### src/rtl/cmt_pkg.sv
`timescale 1ns / 1ps
// cmt_pkg: shared types and constants for the compare-match timer channel.
// No dependencies; used by the interfaces, core, output buffer and checker.
package cmt_pkg;

	typedef enum logic [1:0] {
		CMD_READ  = 2'd0,
		CMD_WRITE = 2'd1,
		CMD_TICK  = 2'd2,
		CMD_NOP   = 2'd3
	} cmd_t;

	// register map
	localparam logic [3:0] REG_CTRL    = 4'd0;
	localparam logic [3:0] REG_MODE    = 4'd1;
	localparam logic [3:0] REG_IO      = 4'd2;
	localparam logic [3:0] REG_INT_EN  = 4'd3;
	localparam logic [3:0] REG_STATUS  = 4'd4;
	localparam logic [3:0] REG_COUNTER = 4'd5;
	localparam logic [3:0] REG_CMP_A   = 4'd6;
	localparam logic [3:0] REG_CMP_B   = 4'd7;
	localparam logic [3:0] REG_CAPTURE = 4'd8;

	// control register fields
	localparam logic [2:0] CCLR_A     = 3'd1;
	localparam logic [2:0] CCLR_B     = 3'd2;
	localparam logic [2:0] PSC_DIV4   = 3'd1;
	localparam logic [2:0] PSC_DIV16  = 3'd2;
	localparam logic [2:0] PSC_DIV64  = 3'd3;

	localparam logic [7:0]  STATUS_RESET = 8'hC0;
	localparam logic [15:0] CMP_RESET    = 16'hFFFF;
	localparam int unsigned IEN_A_BIT    = 0;
	localparam int unsigned IEN_B_BIT    = 1;

	typedef struct packed {
		cmd_t        cmd;
		logic [3:0]  reg_index;
		logic [15:0] write_data;
	} req_t;

	typedef struct packed {
		logic [15:0] read_data;
		logic        irq_a;
		logic        irq_b;
	} rsp_t;

	// prescaler divisor, one above the largest prescale count
	function automatic logic [6:0] psc_divisor(input logic [2:0] sel);
		case (sel)
			PSC_DIV4:  psc_divisor = 7'd4;
			PSC_DIV16: psc_divisor = 7'd16;
			PSC_DIV64: psc_divisor = 7'd64;
			default:   psc_divisor = 7'd1;
		endcase
	endfunction

endpackage

### src/rtl/cmt_if.sv
`timescale 1ns / 1ps
// Valid/ready channel interfaces for requests and responses.
// Depends on cmt_pkg for the payload types.
interface cmt_req_if import cmt_pkg::*; ();
	logic valid;
	logic ready;
	req_t data;
	modport source (output valid, output data, input ready);
	modport sink   (input valid, input data, output ready);
endinterface

interface cmt_rsp_if import cmt_pkg::*; ();
	logic valid;
	logic ready;
	rsp_t data;
	modport source (output valid, output data, input ready);
	modport sink   (input valid, input data, output ready);
endinterface

### src/rtl/cmt_core.sv
`timescale 1ns / 1ps
// cmt_core: register bank, prescaler, counter and compare-match logic.
// Depends on cmt_pkg. State updates on accepted writes and ticks.
module cmt_core import cmt_pkg::*; (
	input  logic clk,
	input  logic arst_n,
	input  logic accept,
	input  req_t req,
	output rsp_t result
);

	logic [7:0]  ctrl_q, mode_q, io_q, int_en_q, status_q, capture_q;
	logic [15:0] counter_q, cmp_a_q, cmp_b_q;
	logic [5:0]  psc_q;

	logic [6:0]  psc_next;
	logic        psc_wrap;
	logic [15:0] cnt1, cnt2, cnt3;
	logic        match_a, match_b, fire_a, fire_b;
	logic [15:0] rdata;

	// tick path: prescale, count, then compare A before compare B
	always_comb begin
		psc_next = {1'b0, psc_q} + 7'd1;
		psc_wrap = psc_next >= psc_divisor(ctrl_q[2:0]);
		cnt1     = psc_wrap ? counter_q + 16'd1 : counter_q;
		match_a  = cnt1 >= cmp_a_q;
		cnt2     = (match_a && ctrl_q[7:5] == CCLR_A) ? cnt1 - cmp_a_q : cnt1;
		match_b  = cnt2 >= cmp_b_q;
		cnt3     = (match_b && ctrl_q[7:5] == CCLR_B) ? cnt2 - cmp_b_q : cnt2;
		fire_a   = match_a && int_en_q[IEN_A_BIT];
		fire_b   = match_b && int_en_q[IEN_B_BIT];
	end

	always_comb begin
		case (req.reg_index)
			REG_CTRL:    rdata = {8'd0, ctrl_q};
			REG_MODE:    rdata = {8'd0, mode_q};
			REG_IO:      rdata = {8'd0, io_q};
			REG_INT_EN:  rdata = {8'd0, int_en_q};
			REG_STATUS:  rdata = {8'd0, status_q};
			REG_COUNTER: rdata = counter_q;
			REG_CMP_A:   rdata = cmp_a_q;
			REG_CMP_B:   rdata = cmp_b_q;
			REG_CAPTURE: rdata = {8'd0, capture_q};
			default:     rdata = 16'd0;
		endcase
	end

	always_comb begin
		result.read_data = (req.cmd == CMD_READ) ? rdata : 16'd0;
		result.irq_a     = (req.cmd == CMD_TICK) && fire_a;
		result.irq_b     = (req.cmd == CMD_TICK) && fire_b;
	end

	always_ff @(posedge clk or negedge arst_n) begin
		if (!arst_n) begin
			ctrl_q    <= 8'd0;
			mode_q    <= 8'd0;
			io_q      <= 8'd0;
			int_en_q  <= 8'd0;
			status_q  <= STATUS_RESET;
			capture_q <= 8'd0;
			counter_q <= 16'd0;
			cmp_a_q   <= CMP_RESET;
			cmp_b_q   <= CMP_RESET;
			psc_q     <= 6'd0;
		end else if (accept) begin
			case (req.cmd)
				CMD_WRITE: begin
					case (req.reg_index)
						REG_CTRL:    ctrl_q    <= req.write_data[7:0];
						REG_MODE:    mode_q    <= req.write_data[7:0];
						REG_IO:      io_q      <= req.write_data[7:0];
						REG_INT_EN:  int_en_q  <= req.write_data[7:0];
						REG_STATUS:  status_q  <= req.write_data[7:0];
						REG_COUNTER: counter_q <= req.write_data;
						REG_CMP_A:   cmp_a_q   <= req.write_data;
						REG_CMP_B:   cmp_b_q   <= req.write_data;
						REG_CAPTURE: capture_q <= req.write_data[7:0];
						default:     ;
					endcase
				end
				CMD_TICK: begin
					psc_q     <= psc_wrap ? 6'd0 : psc_next[5:0];
					counter_q <= cnt3;
					status_q  <= status_q | {6'd0, fire_b, fire_a};
				end
				default: ;
			endcase
		end
	end

endmodule

### src/rtl/cmt_obuf.sv
`timescale 1ns / 1ps
// cmt_obuf: output register plus one skid entry for the response channel.
// Depends on cmt_pkg for rsp_t.
module cmt_obuf import cmt_pkg::*; (
	input  logic clk,
	input  logic arst_n,
	input  logic in_valid,
	input  rsp_t in_data,
	output logic in_ready,
	output logic out_valid,
	output rsp_t out_data,
	input  logic out_ready
);

	logic out_valid_q, skid_valid_q;
	rsp_t out_q, skid_q;
	logic slot_free;

	assign slot_free = !out_valid_q || out_ready;
	assign in_ready  = !skid_valid_q;
	assign out_valid = out_valid_q;
	assign out_data  = out_q;

	always_ff @(posedge clk or negedge arst_n) begin
		if (!arst_n) begin
			out_valid_q  <= 1'b0;
			skid_valid_q <= 1'b0;
		end else if (slot_free) begin
			out_valid_q  <= skid_valid_q || in_valid;
			skid_valid_q <= 1'b0;
		end else if (in_valid) begin
			skid_valid_q <= 1'b1;
		end
	end

	always_ff @(posedge clk) begin
		if (slot_free) begin
			if (skid_valid_q) begin
				out_q <= skid_q;
			end else if (in_valid) begin
				out_q <= in_data;
			end
		end else if (in_valid) begin
			skid_q <= in_data;
		end
	end

endmodule

### src/rtl/compare_match_timer_channel_top.sv
`timescale 1ns / 1ps
// Compare-match timer channel, top level.
// Depends on cmt_pkg, cmt_if, cmt_core and cmt_obuf.
//
// Usage:
//  - req carries one transaction per handshake: a register read, a register
//    write, or one peripheral clock tick (cmd field). Command 3 is a no-op.
//  - rsp returns exactly one transaction per request, in order: read data
//    for reads (zero otherwise) and irq_a / irq_b flags for ticks
//    that hit an enabled compare match.
//  - Throughput: one request per cycle while req.ready is high.
//    The response is registered: the whole tick path (prescaler, counter
//    increment, compare A then B with optional counter clear) sits between
//    the state registers and the response register or skid entry.
//  - Register state updates at the accepting edge, so a following request
//    in the next cycle sees the effect of this one.
//  - Stall: a response register and a skid entry decouple the sides; one
//    more request is taken while a response waits, then req.ready drops
//    until the receiver takes a response.
//  - Reset (arst_n low, asynchronous): registers return to their defaults
//    (status 0xC0, compares 0xFFFF, all else zero) and no response is held.
module compare_match_timer_channel_top import cmt_pkg::*; (
	input logic      clk,
	input logic      arst_n,
	cmt_req_if.sink  req,
	cmt_rsp_if.source rsp
);

	logic accept;
	logic buf_ready;
	rsp_t core_result;

	assign req.ready = buf_ready;
	assign accept    = req.valid && buf_ready;

	// register bank and timer datapath
	cmt_core u_core (
		.clk    (clk),
		.arst_n (arst_n),
		.accept (accept),
		.req    (req.data),
		.result (core_result)
	);

	// response register with skid entry
	cmt_obuf u_obuf (
		.clk       (clk),
		.arst_n    (arst_n),
		.in_valid  (accept),
		.in_data   (core_result),
		.in_ready  (buf_ready),
		.out_valid (rsp.valid),
		.out_data  (rsp.data),
		.out_ready (rsp.ready)
	);

endmodule

### src/flat_wrapper.sv
// flat-port wrapper written by rule: the top's interface ports become plain ports
module compare_match_timer_channel_top_flat import cmt_pkg::*;
  (clk, arst_n, req_valid, req_data, req_ready, rsp_valid, rsp_data, rsp_ready);
  cmt_req_if req_i ();
  cmt_rsp_if rsp_i ();
  input logic clk;
  input logic arst_n;
  input wire logic [$bits(req_i.valid)-1:0] req_valid;
  input wire logic [$bits(req_i.data)-1:0] req_data;
  output wire logic [$bits(req_i.ready)-1:0] req_ready;
  output wire logic [$bits(rsp_i.valid)-1:0] rsp_valid;
  output wire logic [$bits(rsp_i.data)-1:0] rsp_data;
  input wire logic [$bits(rsp_i.ready)-1:0] rsp_ready;
  assign req_i.valid = req_valid;
  assign req_i.data = req_data;
  assign req_ready = req_i.ready;
  assign rsp_valid = rsp_i.valid;
  assign rsp_data = rsp_i.data;
  assign rsp_i.ready = rsp_ready;
  compare_match_timer_channel_top u_core (.clk(clk), .arst_n(arst_n), .req(req_i), .rsp(rsp_i));
endmodule
### config.mk
export PLATFORM = sky130hd
export DESIGN_NAME = compare_match_timer_channel_top_flat
export DESIGN_NICKNAME = d
export VERILOG_FILES = /design/src/rtl/cmt_pkg.sv /design/src/rtl/cmt_if.sv /design/src/rtl/cmt_core.sv /design/src/rtl/cmt_obuf.sv /design/src/rtl/compare_match_timer_channel_top.sv /design/src/flat_wrapper.sv
export SDC_FILE = /design/constraint.sdc
export NUM_CORES = 1
export LEC_CHECK = 0
export ABC_AREA = 1
export ABC_CLOCK_PERIOD_IN_PS = 6700
export BUFFER_PORTS_ARGS = -buffer_cell sky130_fd_sc_hd__buf_4
export CAP_MARGIN = 10
export CORE_MARGIN = 4
export CORE_UTILIZATION = 47
export CTS_CLUSTER_SIZE = 28
export DETAILED_ROUTE_END_ITERATION = 16
export MAX_ROUTING_LAYER = met4
export PLACE_DENSITY = 0.69
export SLEW_MARGIN = 20
export SYNTH_ARGS = -nofsm -noshare
export SYNTH_HDL_FRONTEND = slang
export SYNTH_SLANG_ARGS = --single-unit
### constraint.sdc
create_clock -name clk -period 6.7 [get_ports clk]
set_input_delay 0.335 -clock clk [delete_from_list [all_inputs] [get_ports clk]]
set_output_delay 0.335 -clock clk [all_outputs]
set_load 0.1 [all_outputs]
### Word-level counts from Yosys, hierarchy flattened

Index checks and enable logic that the tools add are counted.

| word-level totals | value |
|---|---|
| register bits after elaboration | 140 |
| latch bits | 0 |
| bits in writable memories | 0 |
| ROM bits | 0 |
| input bits | 26 |
| output and inout bits | 20 |
| logic and storage cells | 87 |
| memories | 0 |

| operators by class | value |
|---|---|
| $add $sub $neg | 4 |
| multipliers | 0 |
| divide/modulo/power cells | 0 |
| magnitude comparators | 3 |
| equality and inequality tests | 17 |
| shifts and indexed selects | 0 |
| muxes and demuxes | 15 |
| bitwise gates (word level) | 2 |
| reductions and logical operators | 28 |

Operators by type and width:

| kind | count |
|---|---|
| $pmux 16 s9 | 1 |
| $mux 16 | 5 |
| $mux 18 | 2 |
| $ge 16x16->1 | 2 |
| $pmux 16 s2 | 1 |
| $sub 16x16->16 | 2 |
| $reduce_and 3->1 | 9 |
| $pmux 7 s3 | 1 |
| $add 16x1->16 const B | 1 |
| $eq 4x3->1 const B | 4 |
| $pmux 8 s2 | 1 |
| $eq 3x2->1 const B | 3 |
| $eq 4x2->1 const B | 2 |
| $mux 8 | 1 |
| $or 8x2->8 | 1 |
| $add 6x1->7 const B | 1 |
| $ge 7x7->1 | 1 |
| $logic_and 1x1->1 | 7 |
| $eq 3x1->1 const B | 2 |
| $mux 6 | 1 |
| $reduce_and 2->1 | 3 |
| $reduce_bool 2->1 | 3 |
| $eq 4x1->1 const B | 1 |
| $eq 4x4->1 const B | 1 |
| 9 further kinds | 13 |

### Longest topological paths before layout

| logic depth | value |
|---|---|
| depth in word-level cells | 12 |
| depth in mapped cells | 41 |
| gate-level depth less buffers | 39 |

### By module

A second synthesis with hierarchy kept.

| unflattened totals | value |
|---|---|
| cell total of the unflattened synthesis | 1,311 |
| area, all modules | 9,475.3 sq um |

By module, submodules not included:

| module | instances | cells an instance | area an instance (sq um) | seq. area each (sq um) |
|---|---|---|---|---|
| cmt_core | 1 | 1,203 | 8,042.7 | 2,595.0 |
| cmt_obuf | 1 | 106 | 1,425.1 | 1,131.1 |
| compare_match_timer_channel_top | 1 | 2 | 7.5 | 0.0 |

### Worst setup path before layout

No wires, ideal clock.

| timing | value |
|---|---|
| kind | reg-to-reg |
| from | reg u_core.u_core.psc_q[0] |
| to | reg u_core.u_core.counter_q[13] |
| library setup time | 77 ps |
| data arrival time | 5,130 ps |
| data required time | 6,623 ps |
| setup slack | 1,492 ps |
| stages on the path, launching flop included | 40 |
| path buffers | 3 |
| period minus slack after synthesis | 5,208 ps |
| path through | dfrtp_1 -> ha_1 -> nand2_1 -> nor2_1 -> xor2_1 -> ha_1 -> nand2_1 -> nor2_4 -> nand3b_4 -> buf_4 -> nand3_2 -> nand2_1 -> ha_1 -> fa_1 -> inv_1 -> nand3_1 -> nand2_2 -> nand2_1 -> [... 4 more ...] -> buf_6 -> nand3_1 -> and2_1 -> ha_1 -> inv_1 -> fa_1 -> nand3_1 -> nand2_1 -> nand2_1 -> nand2_1 -> nand2_1 -> nand3_1 -> nand2_1 -> buf_2 -> nor2_1 -> nor2_1 -> nand2_1 -> a21oi_1 |

| on the way | value |
|---|---|
| cells in the longest elaborated chain, start to end | 10 |
| elaborated cells between the ends (all ways) | 12 |
| classes of those cells | add/sub (3); order compare (3); mux (4); reduce/logical (2) |

RTL lines:

| what | RTL line | text |
|---|---|---|
| from (decl) | cmt_core.sv:14 | `logic [5:0] psc_q;` |
| from (signal assigned) | cmt_core.sv:85 | `psc_q <= psc_wrap ? 6'd0 : psc_next[5:0];` |
| $add 6x1->7 * | cmt_core.sv:24 | `psc_next = {1'b0, psc_q} + 7'd1;` |
| $ge 7x7->1 * | cmt_core.sv:25 | `psc_wrap = psc_next >= psc_divisor(ctrl_q[2:0]);` |
| $mux 16 * | cmt_core.sv:26 | `cnt1 = psc_wrap ? counter_q + 16'd1 : counter_q;` |
| $ge 16x16->1 | cmt_core.sv:27 | `match_a = cnt1 >= cmp_a_q;` |
| $logic_and 1x1->1 | cmt_core.sv:28 | `cnt2 = (match_a && ctrl_q[7:5] == CCLR_A) ? cnt1 - cmp_a_q : cnt1;` |
| $mux 16 * | cmt_core.sv:28 |  |
| $ge 16x16->1 | cmt_core.sv:29 | `match_b = cnt2 >= cmp_b_q;` |
| $logic_and 1x1->1 | cmt_core.sv:30 | `cnt3 = (match_b && ctrl_q[7:5] == CCLR_B) ? cnt2 - cmp_b_q : cnt2;` |
| $mux 16 * | cmt_core.sv:30 |  |
| $pmux 16 s2 * | cmt_core.sv:69 | `case (req.cmd)` |
| to (signal assigned) | cmt_core.sv:77 | `REG_COUNTER: counter_q <= req.write_data;` |
| to (signal assigned) | cmt_core.sv:86 | `counter_q <= cnt3;` |
| to (decl) | cmt_core.sv:13 | `logic [15:0] counter_q, cmp_a_q, cmp_b_q;` |

Mark *: on every way between the ends. The rest lies on a longest branch, timed or not.
A chain may end at the register's enable or synchronous reset.

### Final worst setup path

| timing | value |
|---|---|
| from | reg u_core.u_core.psc_q[0] |
| to | reg u_core.u_core.counter_q[1] |

The elaborated chain is that of the path after synthesis.

==> results.ini <==
[synthesis]
yosysTopAreaCellShare_pct=18.1
yosys-mux-area-fraction_pct=0
yosysMostFrequentCell=nand2_1
yosys.area_share.simple_pct=30.2
synth-xor-area-share_pct=2.62
synth_seq_cells=140
synth_area_leaders=dfrtp_1 18%, nand2_1 15%, edfxtp_1 11%
synthAdderAreaFrac_pct=5.71
yosys_warnings=0
seq_area_frac_synth_pct=38.5
synth_top_cell_by_area=dfrtp_1
synthArstFlopShare_pct=74.3
ys_types=49
synthesis.nets=1379
synthCells=1310
synth_top_family_by_area=simple AND/OR/NAND/NOR gates
synth_top_cells_by_count=384 x nand2_1, 190 x inv_1, 120 x o21ai_0
synth_compound_area_share_pct=13.2
syn_area_um2=9680
yosys_most_used_dff=dfrtp_1
syn-mean-instance-area_um2=7.39
synth_edf_count=36

[detailed_routing]
vias=8758
wirelength_um=28100
post_drt_wl_per_cell_um=17.2
first_iter_violations=738
drc=0
drt-vias-per-instance=5.36
drtAntennaViolNets=0
firstDrtPassIters=5

[sta]
period_share_pct=89.3
tns_ns=0
rsz0062_at_grt=false
fin_hold_ws_ns=0.123
max_slew_margin_pct=29.3
worst_pin_slew_ns=1.06
drv_slew=0
hold_viol_final=0
min_period_ns=5.98
fmax_mhz=167
finalSetupViolations=0
skew_ns=0.00964
fin_ws_ns=0.715

[floorplan]
start_util_pct=47.8
fp.dieW_um=152
rows=52
core_um2=20200
top_level_ports=46
die-area_um2=23000
fp.dieH_um=152

[final_layout]
fin_util_pct=53.6
fillers=1939
finalNonFillerCells=1635
drive_above_1_share_pct=14.8
nets=1421
final_cell_area_um2=10800
diodes=0
syn2layout_area_growth_pct=12.1

[worst_setup_path]
cp_data_required_time_ns=7.02
cp_max_fo=31
worstSetupEndpointType=flip-flop
startpoint_type=flip-flop
crit_path_max_incr_delay_ns=0.44
crit_buf_inv=5
critical-path-top-delay-family=simple AND/OR/NAND/NOR gates
ff2ff_path_depth=37
cpMaxStageDelayCell=fa_1
crit_cells=37
r2r-start=u_core.u_core.psc_q[0]$_DFFE_PN0P_
arrival_ns=6.30
reg2reg_to=u_core.u_core.counter_q[1]$_DFFE_PN0P_
setup.worst_path.class=flip-flop to flip-flop
crit_path_end=u_core.u_core.counter_q[1]$_DFFE_PN0P_
r2r_setup_slack_ns=0.72
cpMostUsedCell=nand2_1
worstSetupStartpoint=u_core.u_core.psc_q[0]$_DFFE_PN0P_

[place]
placed_cells=1596
placed_area_um2=10200
portBuffers=45
place.gp.congestion=0.985
place_ws_ns=0.469
hpwl_um=21700

[cts]
cts.path.max_buffers=2
cts_tree=built
cts_root_buf=clkbuf_16
clk_latency_ns=0.43
cts.clk_slew.worst_paths_ns=0.07
numCtsBuffers=17
clock-sinks=140
cts_max_level=4

[job]
drv_cap=0

[global_routing]
grt_util_met2_pct=41.1
use_met1_pct=33.8
use_met3_pct=3.15
first_global_vias=8320
grt_max_degree=75
grt-ovfl-total=0
track_usage_pct=25.7
grt_pass1_wl_um=44400
busiest_layer=met2
antenna_found_initial=0

[power]
finalPower_mw=4.54
power.density_nw_per_um2=419
ir_drop_mv=0.175
p_leak_nw=5.28

[status]
status=complete, no violations

[hold_path]
hp-class=primary input to flip-flop

worst min-delay path by stage:
stage                     start                                 endpoint  slack (ns)  depth (start not counted)
finish              req_data[1]      u_core.u_core.ctrl_q[1]$_DFFE_PN0P_        0.12                          3
global placement         arst_n  u_core.u_core.counter_q[15]$_DFFE_PN0P_        0.30                          1
global route        req_data[1]      u_core.u_core.ctrl_q[1]$_DFFE_PN0P_        0.13                          3
floorplan                arst_n   u_core.u_core.capture_q[0]$_DFFE_PN0P_        0.04                          0
detailed placement       arst_n  u_core.u_core.counter_q[14]$_DFFE_PN0P_        0.30                          1
CTS                 req_data[1]      u_core.u_core.ctrl_q[1]$_DFFE_PN0P_        0.11                          3
registers in the layout, indices dropped and copies added, names as in the netlist:
name,cells
u_core.u_core.psc_q,6
u_core.u_obuf.skid_valid_q,1
u_core.u_core.counter_q,16
u_core.u_core.ctrl_q,8
u_core.u_core.cmp_a_q,16
u_core.u_core.cmp_b_q,16
u_core.u_core.capture_q,8
u_core.u_obuf.skid_q,18
u_core.u_obuf.out_valid,1
u_core.u_obuf.out_data,18
u_core.u_core.int_en_q,8
u_core.u_core.io_q,8
u_core.u_core.status_q,8
u_core.u_core.mode_q,8
area by class of cell:
type / count / area, µm² / area share (%)
flip-flops and latches: 140 / 3730 / 34.3
well taps: 270 / 338 / 3.11
multi-input cells: 937 / 5040 / 46.4
repair buffers: 57 / 430 / 3.97
inverters: 199 / 748 / 6.90
clock inverters: 14 / 119 / 1.10
clock buffers: 18 / 450 / 4.15
metal layers:
layer	wire length [µm]	vias to the layer above
met3	1480	52
li1	-	4330
met5	0	-
met1	12600	4075
met2	13000	301
met4	1020	0
logic make-up (layout without fill, tap and decap cells):
logic type / Yosys count / after routing
and+or+nand+nor: 638 / 639
DFF: 140 / 140
buffers and inverters: 234 / 288
adders and majority gates: 43 / 43
AOI/OAI and AO/OA: 226 / 226
xor gates and xnor gates: 29 / 29
tightest hold or removal path, stage by stage:
cell and delay (ns):
buf_4 0.08, nand2_1 0.04, o21ai_0 0.06
power breakdown:
part	total, mW	internal (mW)	switching, mW
clock	0.918	0.508	0.410
sequential	1.12	1.01	0.109
combinational	2.51	0.843	1.66
total	4.54	2.36	2.18
what timing repair did:
item                                   in CTS  in global routing
hold buffers                                1                  0
resized for setup                           0                  1
endpoints found under the hold margin      12                  0
setup endpoints to repair                   0                 18
buffers inserted                            0                  5
cells in the final DEF (no fill, tap or decap), types with 4 or more instances in the layout:
| master | count |
|---|---|
| a211oi_1 | 4 |
| nand3_1 | 70 |
| nand3b_1 | 4 |
| nand4_1 | 12 |
| dfrtp_1 | 70 |
| nor3_1 | 9 |
| nand3_2 | 27 |
| inv_2 | 6 |
| inv_6 | 6 |
| nand2_1 | 383 |
| inv_1 | 190 |
| and2_1 | 4 |
| nor2_1 | 90 |
| edfxtp_1 | 36 |
| ha_1 | 41 |
| a21oi_2 | 6 |
| nor2_4 | 6 |
| o221ai_1 | 8 |
| clkbuf_16 | 18 |
| nor2_2 | 4 |
| nand2_2 | 12 |
| a21oi_1 | 59 |
| o22ai_1 | 7 |
| nand2_4 | 13 |
| buf_4 | 56 |
| dfstp_2 | 34 |
| a221oi_1 | 7 |
| xor2_1 | 26 |
| o21ai_0 | 120 |
Note: power is estimated with default switching activity, not from simulation.
